<file path="config.mk">
export PLATFORM = sky130hd
export DESIGN_NAME = rtps_div_cell
export DESIGN_NICKNAME = d
export VERILOG_FILES = /design/src/rtl/rtps_pkg.sv /design/src/rtl/rtps_div_cell.sv
export SDC_FILE = /design/constraint.sdc
export NUM_CORES = 1
export LEC_CHECK = 0
export ABC_AREA = 1
export BUFFER_PORTS_ARGS = -buffer_cell sky130_fd_sc_hd__buf_2
export CAP_MARGIN = 40
export CORE_AREA = 2 2 213 215
export CTS_BUF_LIST = sky130_fd_sc_hd__clkbuf_16
export DETAILED_ROUTE_END_ITERATION = 16
export DIE_AREA = 0 0 215 217
export SYNTH_ARGS = -nofsm -noshare
export SYNTH_HDL_FRONTEND = slang
export SYNTH_SLANG_ARGS = --single-unit
</file>
<file path="constraint.sdc">
create_clock -name clk -period 0.8 [get_ports clk]
set_input_delay 0.16 -clock clk [delete_from_list [all_inputs] [get_ports clk]]
set_output_delay 0.16 -clock clk [all_outputs]
set_load 0.1 [all_outputs]
</file>
<file path="src/rtl/rtps_pkg.sv">
// shared widths, register indexes and pipeline payload types for the range-to-percent scaler
package rtps_pkg;

	localparam int DW          = 32;
	localparam int FW          = 31;
	localparam int SCALE_SHIFT = 16;
	localparam int MW          = DW + SCALE_SHIFT;
	localparam int CW          = 2;
	localparam int SCALED_LIMIT = 65536;

	localparam logic [CW-1:0] CFG_MAX_PERCENT = CW'(0);
	localparam logic [CW-1:0] CFG_MIN_VALUE   = CW'(1);
	localparam logic [CW-1:0] CFG_MAX_VALUE   = CW'(2);

	localparam logic [FW-1:0] MAX_PERCENT_RST = FW'(100);
	localparam logic [DW-1:0] MIN_VALUE_RST   = DW'(0);
	localparam logic [DW-1:0] MAX_VALUE_RST   = DW'(1023);

	typedef struct packed {
		logic [MW-1:0] rem;
		logic [MW-1:0] dvd;
		logic [MW-1:0] quo;
		logic [MW-1:0] dvs;
	} div_t;

	typedef struct packed {
		logic [MW-1:0] num_mag;
		logic [FW-1:0] full;
		logic          neg;
		logic          err;
	} side_t;

endpackage

</file>
<file path="src/rtl/rtps_div_cell.sv">
// one restoring-division cell: develops one quotient bit and hands on to the next cell
module rtps_div_cell import rtps_pkg::*; (
	input  logic  clk,
	input  logic  arst_n,
	input  logic  en,
	input  logic  in_valid,
	input  div_t  in_d,
	input  side_t in_side,
	output logic  out_valid,
	output div_t  out_d,
	output side_t out_side
);

	logic          valid_q;
	div_t          d_q;
	side_t         side_q;
	logic [MW:0]   trial, diff;
	logic          qbit;

	assign trial = {in_d.rem, in_d.dvd[MW-1]};
	assign diff  = trial - {1'b0, in_d.dvs};
	assign qbit  = !diff[MW];

	always_ff @(posedge clk or negedge arst_n) begin
		if (!arst_n) begin
			valid_q <= 1'b0;
		end else if (en) begin
			valid_q <= in_valid;
		end
	end

	always_ff @(posedge clk) begin
		if (en) begin
			d_q.rem <= qbit ? diff[MW-1:0] : trial[MW-1:0];
			d_q.dvd <= {in_d.dvd[MW-2:0], 1'b0};
			d_q.quo <= {in_d.quo[MW-2:0], qbit};
			d_q.dvs <= in_d.dvs;
			side_q  <= in_side;
		end
	end

	assign out_valid = valid_q;
	assign out_d     = d_q;
	assign out_side  = side_q;

endmodule
</file>
==> insert_results.sql <==
INSERT INTO impl_metrics (metric_group, metric, value, unit) VALUES
('yosys', 'synth-async-reset-ratio', '0.00366', ''),
('finish', 'final_core_util', '0.616', ''),
('die', 'placement_rows', '78', ''),
('placed_design', 'post-place-ws', '-1.58', 'ns'),
('pwr', 'power_switching_share', '0.388', ''),
('worst_setup_path', 'timing.critical_path.slowest_stage_cell', 'sky130_fd_sc_hd__ha_4', ''),
('worst_setup_path', 'path_class', 'in -> reg', ''),
('global_route', 'initial_antenna_violation_count', '17', ''),
('pwr', 'total_leakage_power', '13.1', 'nW'),
('finish', 'nets', '2813', ''),
('worst_setup_path', 'path_delay_family', 'simple AND/OR/NAND/NOR gates', ''),
('yosys', 'yosysSeqAreaShare', '0.614', ''),
('global_route', 'grt_first_pass_wirelength', '92400', 'um'),
('clock_tree', 'htree_depth', '2', ''),
('job', 'cap_viol_max_count', '0', ''),
('sta', 'fin_ws', '-0.946', 'ns'),
('placed_design', 'place.port_buffers', '548', ''),
('pwr', 'p_per_area', '2100', 'nW/um2'),
('drt', 'wl', '64900', 'um'),
('clock_tree', 'clock-root-buffer', 'sky130_fd_sc_hd__clkbuf_16', ''),
('sta', 'setup_violations_final', '323', ''),
('global_route', 'globalRoute.totalOverflow', '0', ''),
('die', 'starting_density_of_the_core', '0.299', ''),
('yosys', 'netlist_cell_types', '28', ''),
('die', 'floorplan.core_area', '44700', 'um2'),
('clock_tree', 'tritoncts', 'yes', ''),
('yosys', 'syn-cell-area', '13400', 'um2'),
('worst_hold_path', 'hold_path_depth', '4', ''),
('sta', 'max_freq', '0.573', 'GHz'),
('yosys', 'synth_area_leaders', 'sky130_fd_sc_hd__edfxtp_1, sky130_fd_sc_hd__nand2_1, sky130_fd_sc_hd__inv_1, sky130_fd_sc_hd__ha_1, sky130_fd_sc_hd__nor2_1', ''),
('sta', 'timing_hold_violations_final', '0', ''),
('pwr', 'power_frac_seq', '0.321', ''),
('yosys', 'synth.top_cell.area_share', '0.612', ''),
('clock_tree', 'numCtsBuffers', '34', ''),
('die', 'die_w', '215', 'um'),
('global_route', 'gr-usage-all-layers', '0.270', ''),
('worst_setup_path', 'path_depth', '15', ''),
('status', 'violations_in_the_final_reports', 'setup timing', ''),
('pwr', 'max-vdd-ir-drop', '0.00152', 'V'),
('die', 'boundaryPins', '551', ''),
('drt', 'ant_nets', '0', ''),
('yosys', 'yosysWarnings', '0', ''),
('sta', 'fin_setup_tns', '-185.64', 'ns'),
('global_route', 'first_global_vias', '14400', ''),
('finish', 'drive_above_1_share', '0.403', ''),
('worst_setup_path', 'worstRegToRegCells', '1', ''),
('clock_tree', 'clock_transition_time_at_the_flip_flop_clock_pins_of_the_worst_setup_and_hold_paths', '0.06', 'ns'),
('yosys', 'synth_top_cell_by_area', 'sky130_fd_sc_hd__edfxtp_1', ''),
('placed_design', 'place_congestion', '0.924', ''),
('yosys', 'synth-edff-count', '272', ''),
('clock_tree', 'cts-root-to-sink-buffers', '3', ''),
('placed_design', 'dp_hpwl', '48100', 'um'),
('die', 'fp.dieArea', '46700', 'um2'),
('worst_setup_path', 'critPathLaunch', 'in_d[31]', ''),
('global_route', 'largest_net_degree_at_the_start_of_global_routing', '45', ''),
('worst_setup_path', 'setup.worst_path.start_class', 'primary input', ''),
('pwr', 'power.share.combinational', '0.411', ''),
('finish', 'syn_to_layout_area_delta', '106', '%'),
('pwr', 'total_switching_power', '22.5', 'mW'),
('clock_tree', 'clock_sinks', '273', ''),
('worst_setup_path', 'timing.critical_path.to_type', 'flop', ''),
('status', 'run_status', 'finished with violations', ''),
('worst_setup_path', 'crit-reg2reg-launch', 'out_valid', ''),
('sta', 'fin_skew', '0', 'ns'),
('worst_setup_path', 'cp_cell_sequence', 'buf_2 > inv_1 > ha_4 > nand2_2 > nor2_4 > inv_2 > nor2_4 > nand2_2 > nor2_4 > nand2_4 > nand4_1 > nand2_8 > clkbuf_16 > nand2_1 > nand2_1', ''),
('worst_setup_path', 'critPathRequiredTime', '1.09', 'ns'),
('sta', 'slew_violations', '0', ''),
('worst_hold_path', 'holdCritStartpoint', 'in_d[182]', ''),
('yosys', 'post_synth.cell_area_avg', '9.34', 'um2'),
('drt', 'drt_pass1_iterations', '5', ''),
('worst_setup_path', 'critPathBufInv', '4', '');
synthesized netlist by cell type (3+ instances only):
library cell	n
sky130_fd_sc_hd__nor4_1	3
sky130_fd_sc_hd__a21o_1	3
sky130_fd_sc_hd__nand2_2	4
sky130_fd_sc_hd__nor3_1	3
sky130_fd_sc_hd__buf_6	4
sky130_fd_sc_hd__inv_2	4
sky130_fd_sc_hd__nand4_1	10
sky130_fd_sc_hd__ha_1	48
sky130_fd_sc_hd__edfxtp_1	272
sky130_fd_sc_hd__nand2_1	583
sky130_fd_sc_hd__inv_1	293
sky130_fd_sc_hd__xor2_1	23
sky130_fd_sc_hd__nand3_1	48
sky130_fd_sc_hd__buf_2	5
sky130_fd_sc_hd__nor2_2	11
sky130_fd_sc_hd__nor2_1	74
sky130_fd_sc_hd__a21oi_1	31
tightest hold or removal path, cell delays in order:
cell and delay (ns):
sky130_fd_sc_hd__buf_2 0.11, sky130_fd_sc_hd__buf_4 0.10, sky130_fd_sc_hd__nand2_1 0.04, sky130_fd_sc_hd__nand2_1 0.05
stage by stage:
stage,cells,total power [mW],instance area (um2)
final,3122,57.9,27500
after global routing,3115,59.7,27500
after CTS,3107,57.6,27100
after detailed placement,2783,40.2,22700
after global placement,2783,40.1,22700
after floorplan,1430,30.4,13400
kinds of logic after synthesis:
family | share of synthesized area
AO/OA/AOI/OAI | 0.0139
XOR/XNOR | 0.0151
adder cells (fa/ha/maj) | 0.0465
buffers and inverters | 0.0904
flip-flops | 0.614
multiplexers | 0.000843
other | 0.000281
AND/OR/NAND/NOR | 0.219
cell type report:
| cell class | count | area (um2) |
|---|---|---|
| well taps | 600 | 751 |
| inverters | 297 | 1130 |
| clock buffers | 34 | 851 |
| flip-flops and latches | 273 | 8200 |
| repair buffers | 1032 | 11400 |
| multi-input cells | 849 | 4940 |
| clock inverters | 26 | 248 |
| diodes | 11 | 27.5 |
| fillers | 3529 | 17200 |
metal layers:
| layer | part of all wire | up-vias | track usage |
|---|---|---|---|
| li1 | - | 6611 | - |
| met1 | 0.38 | 6563 | 0.303 |
| met2 | 0.51 | 533 | 0.492 |
| met3 | 0.066 | 131 | 0.0706 |
| met4 | 0.042 | 22 | 0.0991 |
| met5 | 0.0020 | - | 0 |
state kept, by name, summed over array words and instances, names as in the netlist:
| register | cells |
|---|---|
| out_valid | 1 |
| out_d | 191 |
| out_side | 81 |
cell usage in the layout, fill, tap and decap left out, types with 2 or more instances in the layout:
cell type / count
sky130_fd_sc_hd__inv_2: 17
sky130_fd_sc_hd__nor2_1: 63
sky130_fd_sc_hd__clkinv_2: 7
sky130_fd_sc_hd__a21o_1: 3
sky130_fd_sc_hd__nor2_4: 12
sky130_fd_sc_hd__xor2_1: 23
sky130_fd_sc_hd__nand2_1: 502
sky130_fd_sc_hd__nor2_2: 11
sky130_fd_sc_hd__nor4_1: 3
sky130_fd_sc_hd__buf_16: 3
sky130_fd_sc_hd__nand3_1: 41
sky130_fd_sc_hd__ha_1: 7
sky130_fd_sc_hd__bufinv_16: 4
sky130_fd_sc_hd__inv_1: 284
sky130_fd_sc_hd__nand3_2: 7
sky130_fd_sc_hd__a21oi_1: 26
sky130_fd_sc_hd__dlygate4sd3_1: 257
sky130_fd_sc_hd__a21oi_2: 4
sky130_fd_sc_hd__nor3_1: 2
sky130_fd_sc_hd__nand2_4: 19
sky130_fd_sc_hd__clkbuf_16: 36
sky130_fd_sc_hd__buf_4: 210
sky130_fd_sc_hd__edfxtp_1: 272
sky130_fd_sc_hd__buf_2: 270
sky130_fd_sc_hd__ha_4: 41
sky130_fd_sc_hd__clkinv_1: 3
sky130_fd_sc_hd__clkinv_4: 2
sky130_fd_sc_hd__nand2_2: 65
sky130_fd_sc_hd__buf_12: 286
sky130_fd_sc_hd__buf_6: 3
sky130_fd_sc_hd__inv_6: 2
sky130_fd_sc_hd__diode_2: 11
sky130_fd_sc_hd__nand4_1: 10
power by group through the flow:
stage | combinational, mW | sequential [mW] | clock, mW
final | 23.8 | 18.6 | 15.5
after global routing | 24.7 | 18.7 | 16.3
after CTS | 23.2 | 18.6 | 15.8
after detailed placement | 21.4 | 18.8 | 0
after global placement | 21.3 | 18.8 | 0
after floorplan | 3.06 | 27.4 | 0
repair_timing:
action / 4_1_cts / 5_1_grt
gates cloned: 3 / 2
setup endpoints to repair: 323 / 323
setup buffers: 4 / 2
hold endpoints to repair: 256 / 0
hold buffers: 257 / 0
resized for setup: 102 / 99
pin swaps: 15 / 26
path summary, 6_finish.rpt:
kind	to	slack (ns)
min in group asynchronous	out_valid	0.47
worst min-delay path	out_d[183]	0.02
worst max-delay path	out_d[163]	-0.95
worst max register to register	out_valid	-0.07
max in group asynchronous	out_valid	0.20
worst min register to register	out_valid	0.61
No activity file was read; power rests on OpenSTA's default activity.
