## config.mk

```make
export PLATFORM = sky130hd
export DESIGN_NAME = rtps_front
export DESIGN_NICKNAME = d
export VERILOG_FILES = /design/src/rtl/rtps_pkg.sv /design/src/rtl/rtps_front.sv
export SDC_FILE = /design/constraint.sdc
export NUM_CORES = 1
export LEC_CHECK = 0
export BUFFER_PORTS_ARGS = -buffer_cell sky130_fd_sc_hd__buf_2
export CORE_MARGIN = 10
export CORE_UTILIZATION = 55
export CTS_CLUSTER_DIAMETER = 80
export DETAILED_ROUTE_END_ITERATION = 7
export PLACE_DENSITY = 0.8
export SLEW_MARGIN = 5
export SYNTH_ARGS = -nofsm -noshare
export SYNTH_HDL_FRONTEND = slang
export SYNTH_SLANG_ARGS = --single-unit
```

## constraint.sdc

```tcl
create_clock -name clk -period 4.05 [get_ports clk]
set_clock_uncertainty 0.15 [all_clocks]
set_input_delay 0.6075 -clock clk [delete_from_list [all_inputs] [get_ports clk]]
set_output_delay 0.6075 -clock clk [all_outputs]
set_load 0.005 [all_outputs]
```

## src/rtl/rtps_pkg.sv

```systemverilog
// shared widths, register indexes and pipeline payload types for the range-to-percent scaler
package rtps_pkg;

	localparam int DW          = 32;
	localparam int FW          = 31;
	localparam int SCALE_SHIFT = 16;
	localparam int MW          = DW + SCALE_SHIFT;
	localparam int CW          = 2;
	localparam int SCALED_LIMIT = 65536;

	localparam logic [CW-1:0] CFG_MAX_PERCENT = CW'(0);
	localparam logic [CW-1:0] CFG_MIN_VALUE   = CW'(1);
	localparam logic [CW-1:0] CFG_MAX_VALUE   = CW'(2);

	localparam logic [FW-1:0] MAX_PERCENT_RST = FW'(100);
	localparam logic [DW-1:0] MIN_VALUE_RST   = DW'(0);
	localparam logic [DW-1:0] MAX_VALUE_RST   = DW'(1023);

	typedef struct packed {
		logic [MW-1:0] rem;
		logic [MW-1:0] dvd;
		logic [MW-1:0] quo;
		logic [MW-1:0] dvs;
	} div_t;

	typedef struct packed {
		logic [MW-1:0] num_mag;
		logic [FW-1:0] full;
		logic          neg;
		logic          err;
	} side_t;

endpackage

```

## src/rtl/rtps_front.sv

```systemverilog
// clamp, offset, range and magnitude stages ahead of the divider chains
module rtps_front import rtps_pkg::*; (
	input  logic          clk,
	input  logic          arst_n,
	input  logic          en,
	input  logic          in_valid,
	input  logic [DW-1:0] sample,
	input  logic [FW-1:0] max_percent,
	input  logic [DW-1:0] min_value,
	input  logic [DW-1:0] max_value,
	output logic          out_valid,
	output div_t          out_d,
	output side_t         out_side
);

	logic                 valid_s1, valid_s2, valid_s3;
	logic signed [DW-1:0] x_s1, lo_s1, hi_s1;
	logic [FW-1:0]        full_s1, full_s2;
	logic signed [DW:0]   num_s2, range_s2;
	logic                 small_s2, err_s2;
	div_t                 d_s3;
	side_t                side_s3;

	logic signed [DW-1:0] x_c, lo_c, hi_c, x_clamp;
	logic signed [DW:0]   hi_x, num_c, range_c;
	logic [DW-1:0]        nmag, rmag;

	assign x_c  = $signed(sample);
	assign lo_c = $signed(min_value);
	assign hi_c = $signed(max_value);

	always_comb begin
		if (x_c > hi_c) begin
			x_clamp = hi_c;
		end else if (x_c < lo_c) begin
			x_clamp = lo_c;
		end else begin
			x_clamp = x_c;
		end
	end

	assign hi_x    = {hi_s1[DW-1], hi_s1};
	assign num_c   = {x_s1[DW-1], x_s1} - {lo_s1[DW-1], lo_s1};
	assign range_c = hi_x - {lo_s1[DW-1], lo_s1};

	assign nmag = num_s2[DW]   ? DW'(-num_s2)   : DW'(num_s2);
	assign rmag = range_s2[DW] ? DW'(-range_s2) : DW'(range_s2);

	always_ff @(posedge clk or negedge arst_n) begin
		if (!arst_n) begin
			valid_s1 <= 1'b0;
			valid_s2 <= 1'b0;
			valid_s3 <= 1'b0;
		end else if (en) begin
			valid_s1 <= in_valid;
			valid_s2 <= valid_s1;
			valid_s3 <= valid_s2;
		end
	end

	always_ff @(posedge clk) begin
		if (en) begin
			x_s1     <= x_clamp;
			lo_s1    <= lo_c;
			hi_s1    <= hi_c;
			full_s1  <= max_percent;
			num_s2   <= num_c;
			range_s2 <= range_c;
			small_s2 <= hi_x < $signed((DW+1)'(SCALED_LIMIT));
			err_s2   <= (full_s1 == '0);
			full_s2  <= full_s1;
			d_s3.rem <= '0;
			d_s3.quo <= '0;
			d_s3.dvs <= MW'(full_s2);
			d_s3.dvd <= small_s2 ? {rmag, SCALE_SHIFT'(0)} : MW'(rmag);
			side_s3.num_mag <= small_s2 ? {nmag, SCALE_SHIFT'(0)} : MW'(nmag);
			side_s3.full    <= full_s2;
			side_s3.neg     <= num_s2[DW] ^ range_s2[DW];
			side_s3.err     <= err_s2;
		end
	end

	assign out_valid = valid_s3;
	assign out_d     = d_s3;
	assign out_side  = side_s3;

endmodule

```

==> results.md, run 1 <==
- The run finished with clean final reports.
- The number of antenna violations at the first check in global routing is 1.
- The time the worst path needs with I/O delays and setup is 3.61 ns.
- The share of synthesized registers carrying an async set or reset is 0.00838.
- Detailed placement finished with a half-perimeter wire length of between 30 and 40 mm.
- Power spread over the standard cell area amounts to approximately 500 mW/mm^2.
- In this run the critical register-to-register path is captured at range_s2[30].
- The most used standard cell by instance count after synthesis is edfxtp_1.
- The CTS sink count is ~360.
- Summing all multi-input logic gate instances after layout gives 0.00751 sq mm.
- The critical path in this run is classified as reg -> reg.
- Of the cells placed in the final design, the portion with a size suffix greater than 1 is 0.203.
- The max-slew headroom at the worst pin is 0.309.
- For this run, design rule violations remaining after detail routing come to 0.
- Summing all placed instances gives a cell area of roughly 0.021 sq mm.
- The largest buffer count on any clock path is 3.
- The mean post-synth cell area is roughly 12 sq um.
- For met3 alone, demand over resource in global routing was 0.0443.
- The layout filler cell count is about 2700.
- The later pin in the worst-skew pair is clocked with a latency of between 0.5 and 0.6 ns.
- The netlist uses 74 different library cells.
- For this run, the top clock speed supported by timing is around 280 MHz.
- The detailed-router iteration count before antenna repair is 5.
- The final hold slack is about 0.11 ns.
- The setup check on the worst reg-to-reg path leaves a slack of 0.44 ns.
- The arrival time at the worst endpoint is between 3 and 4 ns.
- Measured along the x axis, the die boundary spans between 200 and 250 microns.
- For this design the static power due to leakage is ~9.7 nW.
- The first-pass GRT wire length is between 70 and 80 mm.
- The number of H-tree levels is 2.
- The register clock-pin slew on the reported worst setup and hold paths is about 0.060 ns.
- The final weighted congestion in routability-driven placement is roughly 0.96.
- The final hold violation count is 0.
- For this run, the number of Yosys warnings is 0.
- The remaining global-route overflow is 0.
- With fillers left out, the area of the finished cells amounts to about 0.022 sq mm.
- The sum of negative setup slack is 0 ns.
- The launching point of the worst reg2reg path is lo_s1[0].
- For the pin with the worst max-slew slack, the measured transition is about 1.0 ns.
- The wire length after detailed routing is 48.5 mm.
- The number of global-route vias before repair is between 10000 and 15000.
- The largest driver fanout on the critical path is 4.
- Dividing the detail-routed via count by the number of cells gives about 5.4.
- VDD sags by at most approximately 0.37 mV.
- In this run the most critical hold path is launched from max_percent[20].
- The root cell of the clock tree is clkbuf_16.
- The number of standard-cell rows in the floorplan is a little under 70.
- The routing usage on met1 is 0.266.
- The worst setup path is captured at a flop.
- The total count of max-transition violations in the final report came to 0.
- Entering global routing, the biggest net connects 117 pins.
- The footprint of the flip-flops and latches is roughly 0.011 sq mm.
- The type of element launching the critical path is a flop.
- The TritonCTS clock tree is yes.
- The worst min-delay path endpoint is full_s1[20].
- The synthesized netlist occupies a cell area of between 0.015 and 0.02 sq mm.
- The net count reported at finish is 2183.
- The final critical-path share of the clock period is 0.891.
- The overall power after layout is 0.0110 W.
- The post-place setup slack is about 0.46 ns.
- The cell type with the highest aggregate area in the netlist is edfxtp_1.
- The die is 208 microns tall.
- The dominant synthesized flop cell is edfxtp_1.
- From synthesis to final layout, the design area changed by 13.7%.
- The number of flops mapped to enable cells by yosys is roughly 360.
- The average wire per cell in the routed design is ~20 microns.
- The quantity of I/O buffers inserted on ports is about 290.
- Synthesis produced a netlist whose cell count is 1642.
- The clock buffer count from CTS is 39.
- Data on the critical path is required at its endpoint by 4.30 ns.
- After synthesis, the most frequently instantiated cells are edfxtp_1, buf_4, ha_1, inv_1, nor2_1.
- Max-cap violations in this run came to 0.
- The total die area is approximately 0.043 sq mm.
- The layer flagged by global routing as most heavily used is met2.
- The core area is roughly 0.035 sq mm.
- The antenna cell count is 0.
- The depth of the worst hold-timing path is 1.
- The total routing usage reported by global routing is 0.214.
- The met2 global-route usage is 0.365.
- The number of flip-flops and latches in the synthesized netlist is ~360.
- The via total after detailed routing is ~13000.
- Setup repair after global routing left no endpoint under its margin.
- Setup violations remaining at the end of the flow were counted as 0.
- The number of cells on the worst reg-to-reg path is 11.
- The number of DRC markers after the initial detailed-route iteration is ~800.
- The share of the Yosys chip area taken by registers is 0.550.
- The number of I/O pins is 405.
- The classification of the worst-slack hold path is in -> reg.
- After layout, the worst setup slack is ~0.44 ns.
- The effective utilization at floorplan is 0.561.
- The share of synthesized area in the top cell type comes to 0.546.
- In this run the remaining antenna-violating nets after routing total 0.
- Sorting the synthesized cells by area gives the leading types as edfxtp_1, ha_1, buf_4.
-- layout make-up --
cell class | instances | share of cell area
inverters | 130 | 0.0220
repair buffers | 309 | 0.0750
well taps | 455 | 0.0256
clock inverters | 27 | 0.0118
clock buffers | 41 | 0.0443
flip-flops and latches | 358 | 0.483
multi-input cells | 1083 | 0.338
-- where the power goes --
part | total [W] | switching, W | internal (W)
Clock | 0.00344 | 0.00140 | 0.00203
Sequential | 0.00508 | 0.000317 | 0.00476
Combinational | 0.00249 | 0.00149 | 0.000995
Total | 0.0110 | 0.00321 | 0.00779
-- layer usage --
layer	up-vias	wire length (microns)
met3	69	3270
met4	2	1310
met5	-	13
met2	487	23900
met1	6216	20100
li1	6269	-
-- through the flow --
stage	instances	utilization
after CTS	2403	0.638
after global routing	2403	0.638
after detailed placement	2334	0.602
after floorplan	1754	-
final	2403	0.638
after global placement	2334	0.602
-- cells in the final DEF, fill, tap and decap left out, types with 9 or more instances in the layout --
master,n
xnor2_1,57
nor4_1,12
clkbuf_16,39
nor3_1,14
o21bai_1,11
a21o_1,48
buf_4,12
nor2b_1,15
nand4_1,24
inv_1,129
mux2i_1,62
ha_1,129
xor2_1,58
nand3_1,20
nor2_1,107
buf_2,290
edfxtp_1,355
o21a_1,14
o21ai_0,89
conb_1,113
nand2b_1,12
o31ai_1,9
nand2_1,92
a31oi_1,11
a21oi_1,67
-- worst max-delay path, cell delays in order (launching register included) --
cell	delay (ns)
edfxtp_1	0.41
ha_1	0.25
fa_1	0.41
nor2b_1	0.17
o31a_1	0.18
o221ai_1	0.21
a211oi_1	0.54
o2111ai_1	0.22
a31oi_1	0.27
a31oi_1	0.21
or3_1	0.39
nand4_1	0.07
-- flip-flops by register name, indices dropped and copies added (netlist names), 31 cells and up --
name / count
full_s1: 31
out_side: 50
range_s2: 33
lo_s1: 32
full_s2: 31
out_d: 79
x_s1: 32
num_s2: 33
hi_s1: 32
-- worst max path at each step --
stage,startpoint,endpoint,depth (start not counted)
2_1_floorplan,x_s1[13],num_s2[30],10
3_3_place_gp,lo_s1[0],range_s2[30],11
3_5_place_dp,lo_s1[0],range_s2[30],11
4_1_cts,lo_s1[0],range_s2[30],11
5_1_grt,lo_s1[0],range_s2[32],11
6_report,lo_s1[0],range_s2[30],11
-- cell families after synthesis --
| logic type | Yosys count | synth area share |
|---|---|---|
| AOI/OAI and AO/OA | 313 | 0.106 |
| xor gates and xnor gates | 115 | 0.0516 |
| adders and majority gates | 131 | 0.0847 |
| buffers and inverters | 313 | 0.0883 |
| DFF | 358 | 0.550 |
| muxes | 66 | 0.0341 |
| other | 1 | 0.000192 |
| and+or+nand+nor | 345 | 0.0856 |
-- repair_timing --
action | 4_1_cts | 5_1_grt
hold buffers | 1 | 0
setup buffers | 0 | 0
hold endpoints to repair | 3 | 0
setup endpoints to repair | 0 | 0
resized for setup | 0 | 0
No activity file was read; power rests on OpenSTA's default activity.
==> run 2, diff against run 1 <==
--- a/config.mk
+++ b/config.mk
@@ -5,12 +5,13 @@
 export SDC_FILE = /design/constraint.sdc
 export NUM_CORES = 1
 export LEC_CHECK = 0
+export ABC_CLOCK_PERIOD_IN_PS = 2900
 export BUFFER_PORTS_ARGS = -buffer_cell sky130_fd_sc_hd__buf_2
 export CORE_MARGIN = 10
-export CORE_UTILIZATION = 55
+export CORE_UTILIZATION = 50
 export CTS_CLUSTER_DIAMETER = 80
 export DETAILED_ROUTE_END_ITERATION = 7
-export PLACE_DENSITY = 0.8
+export PLACE_DENSITY = 0.77
 export SLEW_MARGIN = 5
 export SYNTH_ARGS = -nofsm -noshare
 export SYNTH_HDL_FRONTEND = slang
==> constraint.sdc (replaced) <==
create_clock -name clk -period 2.9 [get_ports clk]
set_clock_uncertainty 0.15 [all_clocks]
set_input_delay 0.435 -clock clk [delete_from_list [all_inputs] [get_ports clk]]
set_output_delay 0.435 -clock clk [all_outputs]
set_load 0.01 [all_outputs]
==> run 2 against run 1 <==
  * The run now ends with negative setup slack left
  * First-iteration DRC count up 18%
  * Wire length rose by 11%
  * Combinational power increased by 86%
  * Flip-flop and latch count unchanged
  * Power up 48%
  * Die area grew 9.0%
  * Global-route usage shrank 0.22 points
  * Utilization increased by 0.96 points
  * Critical endpoint is now range_s2[32]
  * Highest routed layer is now met4
==> results.md, run 2 (synthesis gave the netlist of run 1 again) <==
- The timing-limited maximum frequency is 325 MHz (+17%).
- The core area is 0.0386 sq mm (+11%).
- The final hold slack came to 0.0244 ns (-0.0829 ns).
- The count of antenna-violating nets left after detailed routing is 0 (unchanged).
- The final setup violation count is 23 (+23).
- The quantity of I/O buffers inserted on ports came to 291 (unchanged).
- The final critical-path share of the clock period came to 1.06 (+0.169).
- The wire length after detailed routing was 53.7 mm (+11%).
- The time the worst path needs with I/O delays and setup is 3.07 ns (-0.533 ns).
- The register clock-pin slew on the reported worst setup and hold paths is 0.06 ns (about the same).
- The detailed-router iteration count before antenna repair is 5 (unchanged).
- The largest stage delay on the critical path is 0.44 ns (-0.10 ns).
- The total routing usage reported by global routing was 0.211 (-0.00225).
- The layout filler cell count is 2859 (+6.8%).
- The classification of the worst-slack hold path is in -> reg.
- The share of post-route cells with drive strength above 1 came to 0.294 (+0.0909).
- The measured slew at the worst slew-check pin is 0.722 ns (-0.315 ns).
- Leaving out fill and tap cells, the most frequent cell in the layout is edfxtp_1.
- Leaving out fill and tap cells, the most frequent cells in the layout are edfxtp_1, buf_2, buf_4, inv_1, ha_1.
- The max-slew headroom at the worst pin was 0.519 (+0.210).
- The number of H-tree levels came to 2 (unchanged).
- The flow ran to the end, but the final reports show violations.
- The worst setup path is captured at a flop.
- The DRC violation count after routing is 0 (unchanged).
- On the critical path, the stage with the largest delay is an instance of edfxtp_1.
- The number of global-route vias before repair is 14400 (+11%).
- The number of I/O pins came to 405 (unchanged).
- The net count reported at finish is 2439 (+12%).
- The largest net degree at the start of global routing came to 65 (-44%).
- The remaining global-route overflow came to 0 (unchanged).
- The half-perimeter wire length after placement came to 41.2 mm (+4.6%).
- The CTS sink count was 358 (unchanged).
- The largest buffer count on any clock path is 3 (unchanged).
- The clock latency on the worst-skew pair came to 0.53 ns (about the same).
- The sum of negative setup slack is -1.16 ns (-1.16 ns).
- The leakage power figure is 11.1 nW (+14%).
- The critical path buffer and inverter count is 0 (unchanged).
- The number of DRC markers after the initial detailed-route iteration was 943 (+18%).
- The synthesis-to-finish area growth is 28.2%.
- The largest voltage drop on the vdd net is 0.422 mV (+13%).
- The number of vias per cell is 5.18 (-4.6%).
- The number of antenna violations at the first check in global routing was 1 (unchanged).
- The number of cells on the worst reg-to-reg path is 11 (unchanged).
- The number of standard-cell rows in the floorplan was 72 (+5.9%).
- The signal on the critical path passes through ha_4 -> fa_2 -> nor2b_2 -> o31a_1 -> o221ai_2 -> a211oi_2 -> o2111ai_2 -> a31oi_4 -> a31oi_4 -> o2111ai_1 -> mux2i_1.
- The largest driver fanout on the critical path was 4 (unchanged).
- The via total after detailed routing is 14100 (+8.2%).
- The max capacitance violation total came to 0 (unchanged).
- Setup repair after global routing could not meet its margin everywhere.
- The average wire per cell in the routed design is 19.7 microns (-2.5%).
- The TritonCTS clock tree is yes.
- The depth of the worst hold-timing path was 1 (unchanged).
- The number of cells on the critical path is 11 (unchanged).
- The dominant cell type by count on the critical path is a31oi_4.
- The final worst setup slack came to -0.174 ns (-0.617 ns).
- The final reports fail on negative setup slack.
- The number of flip-flops in the largest register is 79 (unchanged).
- The critical path is of the reg -> reg type.
- The data required time at the worst endpoint is 3.02 ns (-1.28 ns).
- The power density over the cells is 652 mW/mm^2 (+32%).
- The clock buffer count from CTS was 38 (-2.6%).
- The final weighted congestion in routability-driven placement is 0.912 (-4.5%).
- The effective utilization at floorplan is 0.505 (-0.0559).
- The total count of max-transition violations in the final report is 0 (unchanged).
- The height of the die was 218 microns (+4.4%).
- The type of element launching the critical path is a flop.
- The total die area was 0.0474 sq mm (+9.0%).
- The category of cells accounting for the largest share of critical-path delay is compound AO/OA/AOI/OAI gates.
- The die span in x is 218 microns (+4.4%).
- The arrival time at the worst endpoint came to 3.19 ns (-0.66 ns).
- The first-pass GRT wire length is 79.8 mm (+7.5%).
- The final hold violation count came to 0 (unchanged).
- The root cell of the clock tree is clkbuf_16.
## run 2: stage by stage
stage / std cells / power (W) / worst slack, ns / cell area (sq um) / util
floorplan: 1754 / 0.00949 / 0.00600 / 20000 / -
global placement: 2564 / 0.0112 / -0.254 / 22400 / 0.579
detailed placement: 2564 / 0.0113 / -0.376 / 22400 / 0.579
CTS: 2716 / 0.0161 / -0.204 / 24500 / 0.634
global route: 2725 / 0.0171 / -0.322 / 25000 / 0.648
finish: 2725 / 0.0163 / -0.174 / 25000 / 0.648
## run 2: final timing paths
check / startpoint / slack [ns] / end
worst max register to register: lo_s1[0] / -0.17 / range_s2[32]
max in group asynchronous: arst_n / 2.42 / valid_s2
worst min register to register: full_s2[4] / 0.27 / out_d[4]
worst max-delay path: lo_s1[0] / -0.17 / range_s2[32]
min in group asynchronous: arst_n / 0.07 / out_valid
worst min-delay path: max_value[25] / 0.02 / hi_s1[25]
## run 2: routing by layer
metal	wire (microns)	track usage	part of all wire
met2	26900	0.369	0.50
met5	0	0	0
met4	1970	0.0699	0.037
met1	21800	0.260	0.41
met3	3060	0.0369	0.057
## run 2: final cells by class
class                      count  area [sq um]  share of cell area
antenna                        1          2.50           0.0000999
timing repair buffer         566          3950               0.158
clock buffer                  45           998              0.0399
clock inverter                24           183             0.00730
sequential                   358         10700               0.429
inverter                     130           488              0.0195
multi-input combinational   1083          8040               0.321
tap                          518           648              0.0259
## run 2: report_power, final
group / internal (W) / switching [W]
clock: 0.00265 / 0.00195
combinational: 0.00205 / 0.00257
sequential: 0.00665 / 0.000438
total: 0.0114 / 0.00496
## run 2: worst reg2reg max path, stage by stage, from the launching register on
cell       delay (ns)
edfxtp_1         0.44
ha_4             0.20
fa_2             0.35
nor2b_2          0.14
o31a_1           0.17
o221ai_2         0.14
a211oi_2         0.36
o2111ai_2        0.23
a31oi_4          0.23
a31oi_4          0.13
o2111ai_1        0.20
mux2i_1          0.10
## run 2: what timing repair did
action / in CTS / in global routing
buffers inserted: 9 / 6
pin swaps: 34 / 44
hold buffers: 75 / 0
endpoints found under the setup margin: 24 / 83
cloned: 0 / 7
hold endpoints to repair: 77 / 0
gates resized for setup: 32 / 97
